`src/hdl/assert_macros.svh`:
```
// assertion macros shared by the dxt1 block decoder files
// depends on nothing; expects a clock named i_clk and a reset named i_rst_n in scope
`ifndef ASSERT_MACROS_SVH
`define ASSERT_MACROS_SVH

// property checked on every rising edge, switched off while reset is low
`define ASSERT_CLK(label, prop, msg) \
    label: assert property (@(posedge i_clk) disable iff (!i_rst_n) prop) else $error(msg);

// property checked on every rising edge, reset included
`define ASSERT_CLK_ALWAYS(label, prop, msg) \
    label: assert property (@(posedge i_clk) prop) else $error(msg);

`endif

```
`src/hdl/dxt1_pkg.sv`:
```
// types and constants of the dxt1 block color decoder
// depends on nothing
package dxt1_pkg;

    // configuration register indexes
    localparam int CFG_INDEX_W = 1;
    localparam logic [CFG_INDEX_W-1:0] CFG_RGB565_MODE   = 1'd0;
    localparam logic [CFG_INDEX_W-1:0] CFG_SWAP_CHANNELS = 1'd1;
    localparam int CFG_DATA_W = 1;

    // reset values of the configuration registers
    localparam logic RGB565_MODE_RST   = 1'b1;
    localparam logic SWAP_CHANNELS_RST = 1'b0;

    // block geometry
    localparam int PIXELS    = 16;
    localparam int PIX_NUM_W = 4;
    localparam logic [PIX_NUM_W-1:0] LAST_PIX = 4'd15;

    // palette codes
    localparam logic [1:0] PAL_C0 = 2'd0;
    localparam logic [1:0] PAL_C1 = 2'd1;
    localparam logic [1:0] PAL_C2 = 2'd2;
    localparam logic [1:0] PAL_C3 = 2'd3;

    // reciprocal of three: floor(x * 683 / 2048) == floor(x / 3) for x below 1024
    localparam logic [9:0] RECIP3     = 10'd683;
    localparam int         RECIP3_SHR = 11;

    // one input word: one compressed block
    typedef struct packed {
        logic [15:0] color_zero;
        logic [15:0] color_one;
        logic [31:0] pixel_indices;
    } t_in_word;

    // one output word: one decoded pixel
    typedef struct packed {
        logic [3:0] pixel_number;
        logic [7:0] low_channel;
        logic [7:0] mid_channel;
        logic [7:0] high_channel;
        logic       last_pixel;
    } t_out_word;

    // one color split into channel fields, not yet widened
    typedef struct packed {
        logic [5:0] hi;
        logic [5:0] mid;
        logic [5:0] lo;
    } t_chan;

endpackage

```
`src/hdl/dxt1_block_color_decoder_top.sv`:
```
// dxt1 block color decoder: one 4x4 block in, sixteen 8-bit-per-channel pixels out
// depends on dxt1_pkg and assert_macros.svh
`include "assert_macros.svh"

// A block is taken at a rising edge where start is high and busy is low; its sixteen
// pixels come out in row-major order on consecutive cycles, each marked by
// o_strobe for one cycle, with last_pixel set on pixel 15. The receiver cannot stall:
// every strobed word must be taken. A block passes through the unpack stage, the
// palette stage, the pixel serializer and the output register. The serializer sends
// one pixel per cycle; a new block is taken while the previous one is still being
// decoded or sent, busy is high only when the two front stages already hold blocks
// waiting for the serializer. Configuration writes must be made while no block is
// in flight.
module dxt1_block_color_decoder_top (
    input  logic                                 i_clk,
    input  logic                                 i_rst_n,
    input  logic                                 start,
    output logic                                 busy,
    input  dxt1_pkg::t_in_word                   i_block,
    output logic                                 o_strobe,
    output dxt1_pkg::t_out_word                  o_result,
    input  logic                                 i_cfg_we,
    input  logic [dxt1_pkg::CFG_INDEX_W-1:0]     i_cfg_index,
    input  logic [dxt1_pkg::CFG_DATA_W-1:0]      i_cfg_data
);
    import dxt1_pkg::*;

    // split a packed color into channel fields, swapping high and low if asked
    function automatic t_chan unpack(input logic [15:0] c, input logic m565,
                                     input logic swap);
        t_chan r;
        logic [5:0] hi, lo;
        begin
            hi = m565 ? {1'b0, c[15:11]} : {1'b0, c[14:10]};
            lo = {1'b0, c[4:0]};
            r.mid = m565 ? c[10:5] : {1'b0, c[9:5]};
            r.hi  = swap ? lo : hi;
            r.lo  = swap ? hi : lo;
            return r;
        end
    endfunction

    // rounded thirds: (2p + q + 1) / 3
    function automatic logic [5:0] third_of(input logic [5:0] p, input logic [5:0] q);
        logic [7:0]  s;
        logic [17:0] prod;
        begin
            s    = {1'b0, p, 1'b0} + {2'b00, q} + 8'd1;
            prod = {10'd0, s} * {8'd0, RECIP3};
            return prod[RECIP3_SHR +: 6];
        end
    endfunction

    // rounded half sum
    function automatic logic [5:0] half_of(input logic [5:0] p, input logic [5:0] q);
        logic [6:0] s;
        begin
            s = {1'b0, p} + {1'b0, q} + 7'd1;
            return s[6:1];
        end
    endfunction

    function automatic logic [7:0] widen5(input logic [4:0] v);
        return {v, v[4:2]};
    endfunction

    function automatic logic [7:0] widen6(input logic [5:0] v);
        return {v, v[5:4]};
    endfunction

    // configuration registers
    logic r_rgb565_mode;
    logic r_swap_channels;

    // stage 1: unpacked endpoints
    logic        r_s1_valid;
    t_chan       r_s1_ca, r_s1_cb;
    logic        r_s1_third;
    logic        r_s1_565;
    logic [31:0] r_s1_idx;

    // stage 2: palette
    logic        r_s2_valid;
    t_chan       r_s2_pal [4];
    logic        r_s2_565;
    logic [31:0] r_s2_idx;

    // stage 3: pixel serializer
    logic                 r_ser_valid;
    logic [PIX_NUM_W-1:0] r_ser_cnt;
    t_chan                r_ser_pal [4];
    logic                 r_ser_565;
    logic [31:0]          r_ser_idx;

    // stage 4: output register
    logic      r_out_valid;
    t_out_word r_out;

    logic  accept, s1_move, ser_load, ser_last;
    t_chan n_pal [4];
    t_chan sel;

    // stage handshakes
    always_comb begin
        ser_last = r_ser_valid && (r_ser_cnt == LAST_PIX);
        ser_load = r_s2_valid && (!r_ser_valid || ser_last);
        s1_move  = r_s1_valid && (!r_s2_valid || ser_load);
        busy     = r_s1_valid && !s1_move;
        accept   = start && !busy;
    end

    // configuration writes
    always_ff @(posedge i_clk) begin
        if (!i_rst_n) begin
            r_rgb565_mode   <= RGB565_MODE_RST;
            r_swap_channels <= SWAP_CHANNELS_RST;
        end else if (i_cfg_we) begin
            case (i_cfg_index)
                CFG_RGB565_MODE:   r_rgb565_mode   <= i_cfg_data[0];
                CFG_SWAP_CHANNELS: r_swap_channels <= i_cfg_data[0];
                default: ;
            endcase
        end
    end

    // palette per channel
    always_comb begin
        n_pal[PAL_C0] = r_s1_ca;
        n_pal[PAL_C1] = r_s1_cb;
        if (r_s1_third) begin
            n_pal[PAL_C2].lo  = third_of(r_s1_ca.lo,  r_s1_cb.lo);
            n_pal[PAL_C2].mid = third_of(r_s1_ca.mid, r_s1_cb.mid);
            n_pal[PAL_C2].hi  = third_of(r_s1_ca.hi,  r_s1_cb.hi);
            n_pal[PAL_C3].lo  = third_of(r_s1_cb.lo,  r_s1_ca.lo);
            n_pal[PAL_C3].mid = third_of(r_s1_cb.mid, r_s1_ca.mid);
            n_pal[PAL_C3].hi  = third_of(r_s1_cb.hi,  r_s1_ca.hi);
        end else begin
            n_pal[PAL_C2].lo  = half_of(r_s1_ca.lo,  r_s1_cb.lo);
            n_pal[PAL_C2].mid = half_of(r_s1_ca.mid, r_s1_cb.mid);
            n_pal[PAL_C2].hi  = half_of(r_s1_ca.hi,  r_s1_cb.hi);
            n_pal[PAL_C3]     = '0;
        end
    end

    // current pixel's palette entry
    always_comb begin
        sel = r_ser_pal[r_ser_idx[1:0]];
    end

    // valid bits
    always_ff @(posedge i_clk) begin
        if (!i_rst_n) begin
            r_s1_valid  <= 1'b0;
            r_s2_valid  <= 1'b0;
            r_ser_valid <= 1'b0;
            r_ser_cnt   <= '0;
            r_out_valid <= 1'b0;
        end else begin
            if (accept) begin
                r_s1_valid <= 1'b1;
            end else if (s1_move) begin
                r_s1_valid <= 1'b0;
            end
            if (s1_move) begin
                r_s2_valid <= 1'b1;
            end else if (ser_load) begin
                r_s2_valid <= 1'b0;
            end
            if (ser_load) begin
                r_ser_valid <= 1'b1;
                r_ser_cnt   <= '0;
            end else if (r_ser_valid) begin
                r_ser_valid <= !ser_last;
                r_ser_cnt   <= r_ser_cnt + 4'd1;
            end
            r_out_valid <= r_ser_valid;
        end
    end

    // data path registers
    always_ff @(posedge i_clk) begin
        if (accept) begin
            r_s1_ca    <= unpack(i_block.color_zero, r_rgb565_mode, r_swap_channels);
            r_s1_cb    <= unpack(i_block.color_one,  r_rgb565_mode, r_swap_channels);
            r_s1_third <= i_block.color_zero > i_block.color_one;
            r_s1_565   <= r_rgb565_mode;
            r_s1_idx   <= i_block.pixel_indices;
        end
        if (s1_move) begin
            r_s2_pal <= n_pal;
            r_s2_565 <= r_s1_565;
            r_s2_idx <= r_s1_idx;
        end
        if (ser_load) begin
            r_ser_pal <= r_s2_pal;
            r_ser_565 <= r_s2_565;
            r_ser_idx <= r_s2_idx;
        end else if (r_ser_valid) begin
            r_ser_idx <= {2'b00, r_ser_idx[31:2]};
        end
        r_out.pixel_number <= r_ser_cnt;
        r_out.low_channel  <= widen5(sel.lo[4:0]);
        r_out.mid_channel  <= r_ser_565 ? widen6(sel.mid) : widen5(sel.mid[4:0]);
        r_out.high_channel <= widen5(sel.hi[4:0]);
        r_out.last_pixel   <= r_ser_cnt == LAST_PIX;
    end

    assign o_strobe = r_out_valid;
    assign o_result = r_out;

    // checks
    `ASSERT_CLK(a_accept_fills_s1, (start && !busy) |=> r_s1_valid, "accepted block lost")
    `ASSERT_CLK(a_ser_runs, (r_ser_valid && r_ser_cnt != LAST_PIX) |=> r_ser_valid,
        "serializer stopped inside a block")
    `ASSERT_CLK(a_pixel_seq, (o_strobe && !o_result.last_pixel) |=>
        (o_strobe && o_result.pixel_number == 4'($past(o_result.pixel_number) + 4'd1)),
        "pixel sequence broken")
    `ASSERT_CLK(a_last_flag, o_strobe |->
        (o_result.last_pixel == (o_result.pixel_number == LAST_PIX)),
        "last pixel flag misplaced")

endmodule
```
`config.mk`:
```
export PLATFORM = sky130hd
export DESIGN_NAME = dxt1_block_color_decoder_top
export DESIGN_NICKNAME = d
export VERILOG_FILES = /design/src/hdl/dxt1_pkg.sv /design/src/hdl/dxt1_block_color_decoder_top.sv
export VERILOG_INCLUDE_DIRS = /design/src /design/src/hdl
export SDC_FILE = /design/constraint.sdc
export NUM_CORES = 1
export LEC_CHECK = 0
export BUFFER_PORTS_ARGS = -buffer_cell sky130_fd_sc_hd__buf_2
export CAP_MARGIN = 15
export CORE_MARGIN = 2
export CORE_UTILIZATION = 65
export DETAILED_ROUTE_END_ITERATION = 6
export GPL_TIMING_DRIVEN = 0
export PLACE_DENSITY = 0.86
export SLEW_MARGIN = 20
export SYNTH_ARGS = -nofsm -noshare
export SYNTH_HDL_FRONTEND = slang
export SYNTH_SLANG_ARGS = --single-unit
export TNS_END_PERCENT = 5
```
`constraint.sdc`:
```
create_clock -name i_clk -period 20.4 [get_ports i_clk]
set_input_delay 1.02 -clock i_clk [delete_from_list [all_inputs] [get_ports i_clk]]
set_output_delay 1.02 -clock i_clk [all_outputs]
set_load 0.05 [all_outputs]
```
Word-level counts from Yosys, hierarchy flattened --
Cells that the tools add are included.
Operators by class: $add $sub $neg 19, $mul 6, magnitude comparators 2, equal/unequal tests 1, muxes and demuxes 19, bitwise gates (word level) 3, reduce and logical (&&, ||, !) cells 18
Operators by type and width (number):
- multiplier 8 x 10 -> 17 bit, second input constant | 6
- two-way mux 32 bit | 2
- adder 7 x 6 -> 8 bit | 6
- adder 8 x 1 -> 8 bit, second input constant | 6
- binary-select mux 18 bit (select 2 bit) | 1
- two-way mux 36 bit | 1
- two-way mux 17 bit | 2
- two-way mux 5 bit | 6
- adder 6 x 6 -> 7 bit | 3
- adder 7 x 1 -> 7 bit, second input constant | 3
- greater-than comparator 16 bit | 1
- two-way mux 8 bit | 1
- two-way mux 1 bit | 6
- nonzero test 2 bit | 3
- logical AND 1 bit | 5
- zero test 1 bit | 5
- adder 4 x 1 -> 4 bit, second input constant | 1
- == test 4 bit, second input constant | 1
- AND reduction 2 bit | 2
- >= comparator 3 bit, second input constant | 1
- NOT 2 -> 3 bit | 1
- logical OR 1 bit | 2
- NOT 1 bit | 2
- OR reduction 2 bit | 1
Word-level totals: bits in registers 319, bits of input ports 70, output and inout port bits 31, logic and storage cells 123

Depth between registers and ports, before layout --
Gate-level depths: netlist (run 1).
depth in word-level cells 11, mapped depth 21

Worst setup path after synthesis (run 1) --
Ideal clock, no wire load.
kind reg-to-reg, start point register r_ser_cnt[0], end point register r_s2_565 (enable), arrival time 7.851 ns, required time 19.699 ns, setup slack 11.848 ns, stages on the path, launching flop included 5, buffers on the path 0, period minus slack after synthesis 8.552 ns, cells stage by stage dfxtp_1 > ha_1 > nand3_1 > and2_1 > a21boi_0
Between the ends: word-level cells in the longest chain between the ends 6
RTL lines:
- from (decl) | RTL line dxt1_block_color_decoder_top.sv:90 | logic [PIX_NUM_W-1:0] r_ser_cnt;
- from (signal assigned) | RTL line dxt1_block_color_decoder_top.sv:174 | r_ser_cnt <= r_ser_cnt + 4'd1;
- == test 4 bit | RTL line dxt1_block_color_decoder_top.sv:105 | ser_last = r_ser_valid && (r_ser_cnt == LAST_PIX);
- logical AND 1 bit | RTL line dxt1_block_color_decoder_top.sv:105
- logical OR 1 bit | RTL line dxt1_block_color_decoder_top.sv:106 | ser_load = r_s2_valid && (!r_ser_valid || ser_last);
- logical AND 1 bit | RTL line dxt1_block_color_decoder_top.sv:106
- logical OR 1 bit | RTL line dxt1_block_color_decoder_top.sv:107 | s1_move = r_s1_valid && (!r_s2_valid || ser_load);
- logical AND 1 bit | RTL line dxt1_block_color_decoder_top.sv:107
- named net s1_move | RTL line dxt1_block_color_decoder_top.sv:99 | logic accept, s1_move, ser_load, ser_last;
- to (signal assigned) | RTL line dxt1_block_color_decoder_top.sv:191 | r_s2_565 <= r_s1_565;
- to (decl) | RTL line dxt1_block_color_decoder_top.sv:85 | logic r_s2_565;
The timed path passes the listed nets, and every way through them passes these cells. A chain may end at the register's enable or synchronous reset.

Worst setup path after layout (run 1) --
start point register r_s1_cb (netlist bit n_pal[42]), end point register r_s2_pal[11] (netlist name) (data pin)
Between the ends: word-level cells in the longest chain between the ends 3
RTL lines:
- from (decl) | RTL line dxt1_block_color_decoder_top.sv:77 | t_chan r_s1_ca, r_s1_cb;
- from (signal assigned) | RTL line dxt1_block_color_decoder_top.sv:184 | r_s1_cb <= unpack(i_block.color_one, r_rgb565_mode, r_swap_channels);
- adder 7 x 6 -> 8 bit | RTL line dxt1_block_color_decoder_top.sv:48 | s = {1'b0, p, 1'b0} + {2'b00, q} + 8'd1;
- adder 8 x 1 -> 8 bit | RTL line dxt1_block_color_decoder_top.sv:48
- multiplier 8 x 10 -> 17 bit | RTL line dxt1_block_color_decoder_top.sv:49 | prod = {10'd0, s} * {8'd0, RECIP3};
- to (signal assigned) | RTL line dxt1_block_color_decoder_top.sv:190 | r_s2_pal <= n_pal;
- to (decl) | RTL line dxt1_block_color_decoder_top.sv:84 | t_chan r_s2_pal [4];
No other way between the ends.

==> metrics.txt, run 1 <==
Worst Path Max Fanout=8; Iter 0 DRT Violations=808; Post-synth ARST share=0%; Max Slew Vio Count=0; layout cell share with drive strength beyond 1=14.1%; Die Ht=174 um; dpl hpwl=28200 um; critical path endpoint category=flop; crit start category=flop; Via density=5.74; CP bufs+invs=3; status=finished clean; Detailed Routing Iterations Pass 1=5; register area share after synthesis=45.0%; total gr overflow=0; CP delay by family, top=adder cells; Synth Flop Type=edfxtp_1; CTS Buf Count=30; R2R Setup Slk=14.34 ns; Synth warnings=0; largest net degree at the start of global routing=50; CTS clk-pin slew, worst paths=0.06 ns; fin crit share=29.7%; Tmin final=6.06 ns; Final ANT Viol Nets=0; Hold Startpoint=r_ser_cnt[3]; fillers=1851; die area=30300 um^2; worst min-delay path category=reg -> reg; Critical R2R Capture=r_s2_pal[11]; max incr delay on CP=0.59 ns; Yosys cell types=54; Peak Freq=165 MHz; critical path type=reg -> reg; Pleak=0.00940 uW; Post-CTS Setup Inserts=0; DR DRC count=0; WP data required=20.71 ns; WHS=0.387 ns; Slew headroom=41.7%; Post-Syn Area per Cell=12.6 um^2; Max Cap Violations=0; Seq cells post-synth=293; Vias=11.7k; VDD IR max=0.000129 V; DIE WIDTH=174 um; routed wire length per instance=18.3 um; hold buffer count at CTS=0; post-CTS resize count=0; Initial Util=65.7%; Crit path top cell by count=fa_1; clock sink total=293; clk_lat worst skew=0.58 ns; Rows=62; Worst Hold End=o_result[28]; # setup viols final=0; Antenna Cells=0; Area growth syn-to-layout=11.3%; Hold Path Depth=0; Crit path arrival time=6.37 ns; Storage cell area=8470 um^2; first-pass GRT wire length=61600 um; Setup TNS=0 ns; Netlist Area Pre-Place=18800 um^2; Placer Congestion=0.880; initial antenna violation count=0; Port Buffers=100; Power Density=145 nW/um^2; Post-synth EDFFs=260; area of the multi-input gates=9390 um^2; final hold vios=0; Synth Instances=1488; Syn Nets=1935; TritonCTS clock tree=done; Max Clock Skew=0.0169 ns; reg2reg start=n_pal[42]; Worst Reg-to-Reg Cells=20; clk root buf=clkbuf_16; vias in the first global route=12.5k; fin nets=2074; worst slew pin tran=0.874 ns; # H-tree levels=1; # IOs=101; Slowest cell on crit path=edfxtp_1; Total GRT Usage=25.4%; drt total wl=37200 um; RSZ-0062 raised after global routing=no; core area=28600 um^2; CP Cell Sequence=fa_1 > a21o_1 > a21oi_1 > o21bai_1 > a21oi_1 > xor2_1 > inv_1 > ha_1 > inv_1 > fa_1 > fa_1 > inv_1 > fa_1 > ha_1 > nand2_1 > a2111oi_4 > a2111oi_4 > o31ai_1 > a211o_1 > nand2_1; clock buffer depth=3
-- layout by cell type, fill, tap and decap left out, drive strengths merged, types with 46 or more instances in the layout --
cell / n
ha: 294
edfxtp: 260
inv: 230
buf: 121
fa: 83
a21oi: 59
clkbuf: 56
nand2: 50
nor2: 49
xnor2: 47
o21ai: 46
-- where the power goes --
group / total, uW / internal, uW / switching [uW]
logic: 1750 / 745 / 1000
registers: 762 / 736 / 26.5
clock network: 526 / 295 / 231
total: 3040 / 1780 / 1260
-- how the worst max path moves through the flow --
stage | startpoint | end | slack [ns] | cells after the start
floorplan | r_ser_cnt[0] | r_s2_565 | 11.85 | 4
global placement | r_ser_cnt[0] | r_s2_pal[36] | 8.73 | 4
detailed placement | n_pal[42] | r_s2_pal[10] | 14.34 | 20
CTS | n_pal[42] | r_s2_pal[11] | 14.31 | 20
global route | n_pal[42] | r_s2_pal[11] | 13.99 | 20
finish | n_pal[42] | r_s2_pal[11] | 14.34 | 20
-- final cells by class --
class | instances | share of cell area [%]
Multi-Input combinational cell | 940 | 44.8
Buffer | 28 | 0.651
Clock inverter | 13 | 0.645
Clock buffer | 42 | 3.89
Tap cell | 384 | 2.29
Inverter | 227 | 4.07
Sequential cell | 293 | 40.4
Timing Repair Buffer | 107 | 3.24
-- sequential cells by signal, summed over array words and instances, names as in the netlist --
| signal | cells |
|---|---|
| n_pal | 32 |
| o_result | 23 |
| o_strobe | 1 |
| r_rgb565_mode | 1 |
| r_s1_565 | 1 |
| r_s1_idx | 32 |
| r_s1_third | 1 |
| r_s1_valid | 1 |
| r_s2_565 | 1 |
| r_s2_idx | 32 |
| r_s2_pal | 64 |
| r_s2_valid | 1 |
| r_ser_565 | 1 |
| r_ser_cnt | 4 |
| r_ser_idx | 32 |
| r_ser_pal | 64 |
| r_ser_valid | 1 |
| r_swap_channels | 1 |
-- Yosys cell counts, types with 27 or more instances --
master | instances | share of area, %
a21o_1 | 30 | 1.2
nand2_1 | 50 | 1.0
ha_1 | 294 | 20
o21ai_0 | 34 | 0.90
mux2_2 | 38 | 2.3
inv_1 | 226 | 4.5
nor2_1 | 49 | 0.98
xnor2_1 | 47 | 2.2
xor2_1 | 27 | 1.3
a21oi_1 | 59 | 1.6
dfxtp_1 | 33 | 3.5
fa_1 | 83 | 8.8
edfxtp_1 | 260 | 41
-- kinds of logic (layout without fill, tap and decap cells) --
group / count (synthesis) / after routing / synth area share [%]
adder cells (fa/ha/maj): 377 / 377 / 28.4
buffers and inverters: 255 / 417 / 5.24
multiplexers: 75 / 75 / 5.31
flip-flops: 293 / 293 / 45.0
AO/OA/AOI/OAI: 205 / 205 / 7.18
XOR/XNOR: 74 / 74 / 3.44
AND/OR/NAND/NOR: 209 / 209 / 5.46
-- worst reg2reg max path, stage by stage, from the launching register on --
cell	delay (ns)
edfxtp_1	0.59
fa_1	0.53
a21o_1	0.17
a21oi_1	0.21
o21bai_1	0.10
a21oi_1	0.18
xor2_1	0.37
inv_1	0.16
ha_1	0.31
inv_1	0.05
fa_1	0.50
fa_1	0.52
inv_1	0.07
fa_1	0.47
ha_1	0.31
nand2_1	0.09
a2111oi_4	0.40
a2111oi_4	0.15
o31ai_1	0.36
a211o_1	0.19
nand2_1	0.08
-- layer usage --
layer  vias to the layer above  routed length (um)  global-route usage [%]
met3                        71                1870                    3.74
met5                         -                   0                       0
met1                      5736               15700                    32.5
met2                       313               18800                    45.4
met4                         0                 914                    6.65
li1                       5563                   -                       -
-- per-stage QoR --
stage / area (um^2) / instances / worst slack, ns / power (uW) / util (%)
CTS: 21000 / 2034 / 14.31 / 3050 / 73.2
global route: 21000 / 2034 / 13.99 / 3330 / 73.2
global placement: 19800 / 1972 / 8.73 / 2380 / 69.2
finish: 21000 / 2034 / 14.34 / 3040 / 73.2
detailed placement: 20000 / 1979 / 14.34 / 2490 / 69.9
floorplan: 18800 / 1488 / 11.85 / 2080 / -
Note: power is estimated with default switching activity, not from simulation.
==> run 2, diff against run 1 <==
- CORE_UTILIZATION: 65 -> 63
- PLACE_DENSITY: 0.86 -> 0.84
- clock period: 20.4 -> 6.3 ns (I/O delays scaled with it)
==> run 2 against run 1 <==
Non-clock buffer count increased by 45. Power increased to 3.3 times the previous value. Sequential power increased to 3.2 times the previous value. Fmax increased by 2.3%. Combinational power increased to 3.2 times the previous value. Largest power group unchanged. Clock-buffer cell count decreased by 8. Flip-flop and latch count unchanged.
==> metrics.txt, run 2 (same netlist as run 1, synthesis figures left out) <==
clk root buf=clkbuf_16; Tot Pwr=9970 uW; first-pass GRT wire length=60700 um; Slew headroom=42.2%; layout cell share with drive strength beyond 1=14.0%; Max Cap Violations=0; Die Ht=177 um; Max Slew Vio Count=0; clock buffer depth=3; RSZ-0062 raised after global routing=no; most frequent cells in the layout=ha_1, edfxtp_1, inv_1; fin crit share=94.0%; largest net degree at the start of global routing=50; initial antenna violation count=0; Hold Path Depth=2; VDD IR max=0.000348 V; drt total wl=36800 um; Power Density=463 nW/um^2; # setup viols final=0; status=finished clean; WHS=0.0745 ns; Max Clock Skew=0.0102 ns; Worst Path Max Fanout=8; final cell count without fillers=2084; total gr overflow=0; clock sink total=293; Vias=11.7k; Port Buffers=100; Post-Place Setup Slack=0.349 ns; Post-CTS Setup Inserts=0; placed cell count=1986; reg2reg start=n_pal[42]; clk_lat worst skew=0.55 ns; most common cell after layout, fill and taps aside=ha_1; biggest regs=r_s2_pal: 64 flops, r_ser_pal: 64 flops; final instance area=21500 um^2; R2R Setup Slk=0.38 ns; Crit path arrival time=6.23 ns; Pleak=0.00963 uW; CTS Buf Count=29; fin nets=2118; Peak Freq=169 MHz; WP data required=6.60 ns; TritonCTS clock tree=done; die area=31300 um^2; setup ws final=0.378 ns; worst slew pin tran=0.867 ns; Placer Congestion=0.918; Final ANT Viol Nets=0; # H-tree levels=1; Antenna Cells=0; critical path endpoint category=flop; DR DRC count=0; DIE WIDTH=177 um; Tmin final=5.92 ns; Critical R2R Capture=r_s2_pal[11]; # IOs=101; Via density=5.61; placed inst area=20000 um^2; core area=29600 um^2; worst min-delay path category=in -> reg; Hold Startpoint=i_rst_n; dpl hpwl=28000 um; crit start category=flop; Area growth syn-to-layout=14.4%; Rows=63; Worst Reg-to-Reg Cells=20; critical path type=reg -> reg; Iter 0 DRT Violations=740; Initial Util=63.7%; routed wire length per instance=17.6 um; Detailed Routing Iterations Pass 1=5; Worst Hold End=r_rgb565_mode; CTS clk-pin slew, worst paths=0.06 ns; final hold vios=0; Total GRT Usage=24.3%; vias in the first global route=12.4k
run 2: cell types whose count changed in the layout (fill, tap and decap cells not counted), moves of 2 or more:
cell and change:
dlygate4sd3_1 +44, clkbuf_1 -6, bufinv_16 +5, clkinvlp_4 +5
clkinv_2 -2
run 2: per-layer routing:
layer	GRT usage (%)	vias to the layer above	share of wire [%]
met1	32.1	5693	43
li1	-	5659	-
met5	0	-	0
met3	3.14	58	4.5
met4	5.27	0	2.1
met2	43.3	277	50
run 2: how the worst max path moves through the flow:
stage | to | depth (start not counted) | startpoint | slack, ns
finish | r_s2_pal[11] | 20 | n_pal[42] | 0.38
global route | r_s2_pal[10] | 20 | n_pal[42] | 0.09
CTS | r_s2_pal[11] | 20 | n_pal[42] | 0.29
detailed placement | r_s2_pal[10] | 20 | n_pal[42] | 0.35
global placement | r_s2_pal[0] | 4 | r_ser_cnt[0] | -1.80
floorplan | r_s2_565 | 4 | r_ser_cnt[0] | 0.31
run 2: report_power, final:
group | leakage (uW) | switching (uW) | internal [uW]
clock | 0.000493 | 749 | 1110
combinational | 0.00641 | 3210 | 2430
sequential | 0.00273 | 79.8 | 2380
total | 0.00963 | 4040 | 5920
run 2: critical path, stage by stage, from the launching register on:
cell	delay [ns]
edfxtp_1	0.60
fa_1	0.53
a21o_1	0.17
a21oi_1	0.22
o21bai_1	0.10
a21oi_1	0.24
xor2_2	0.28
inv_1	0.14
ha_1	0.30
inv_1	0.05
fa_1	0.50
fa_1	0.51
inv_1	0.05
fa_1	0.46
ha_1	0.30
nand2_1	0.09
a2111oi_4	0.41
a2111oi_4	0.15
o31ai_1	0.35
a211o_1	0.18
nand2_1	0.05
run 2: repair_timing:
action,CTS,global route
endpoints found under the setup margin,0,3
gates resized for setup,0,1
hold buffers,44,0
endpoints found under the hold margin,44,0
run 2: layout make-up:
cell class              instances  area (um^2)
fillers                      1927         8040
plain buffers                  28          136
inverters                     227          852
flip-flops and latches        293         8470
multi-input cells             940         9390
clock buffers                  34          754
clock inverters                20          287
repair buffers                152         1150
well taps                     390          488
run 2: stage by stage:
step / setup TNS (ns) / utilization, %
after detailed placement: 0 / 67.8
after CTS: 0 / 72.8
after floorplan: 0 / -
after global routing: 0 / 72.8
after global placement: -173.85 / 67.0
final: 0 / 72.8
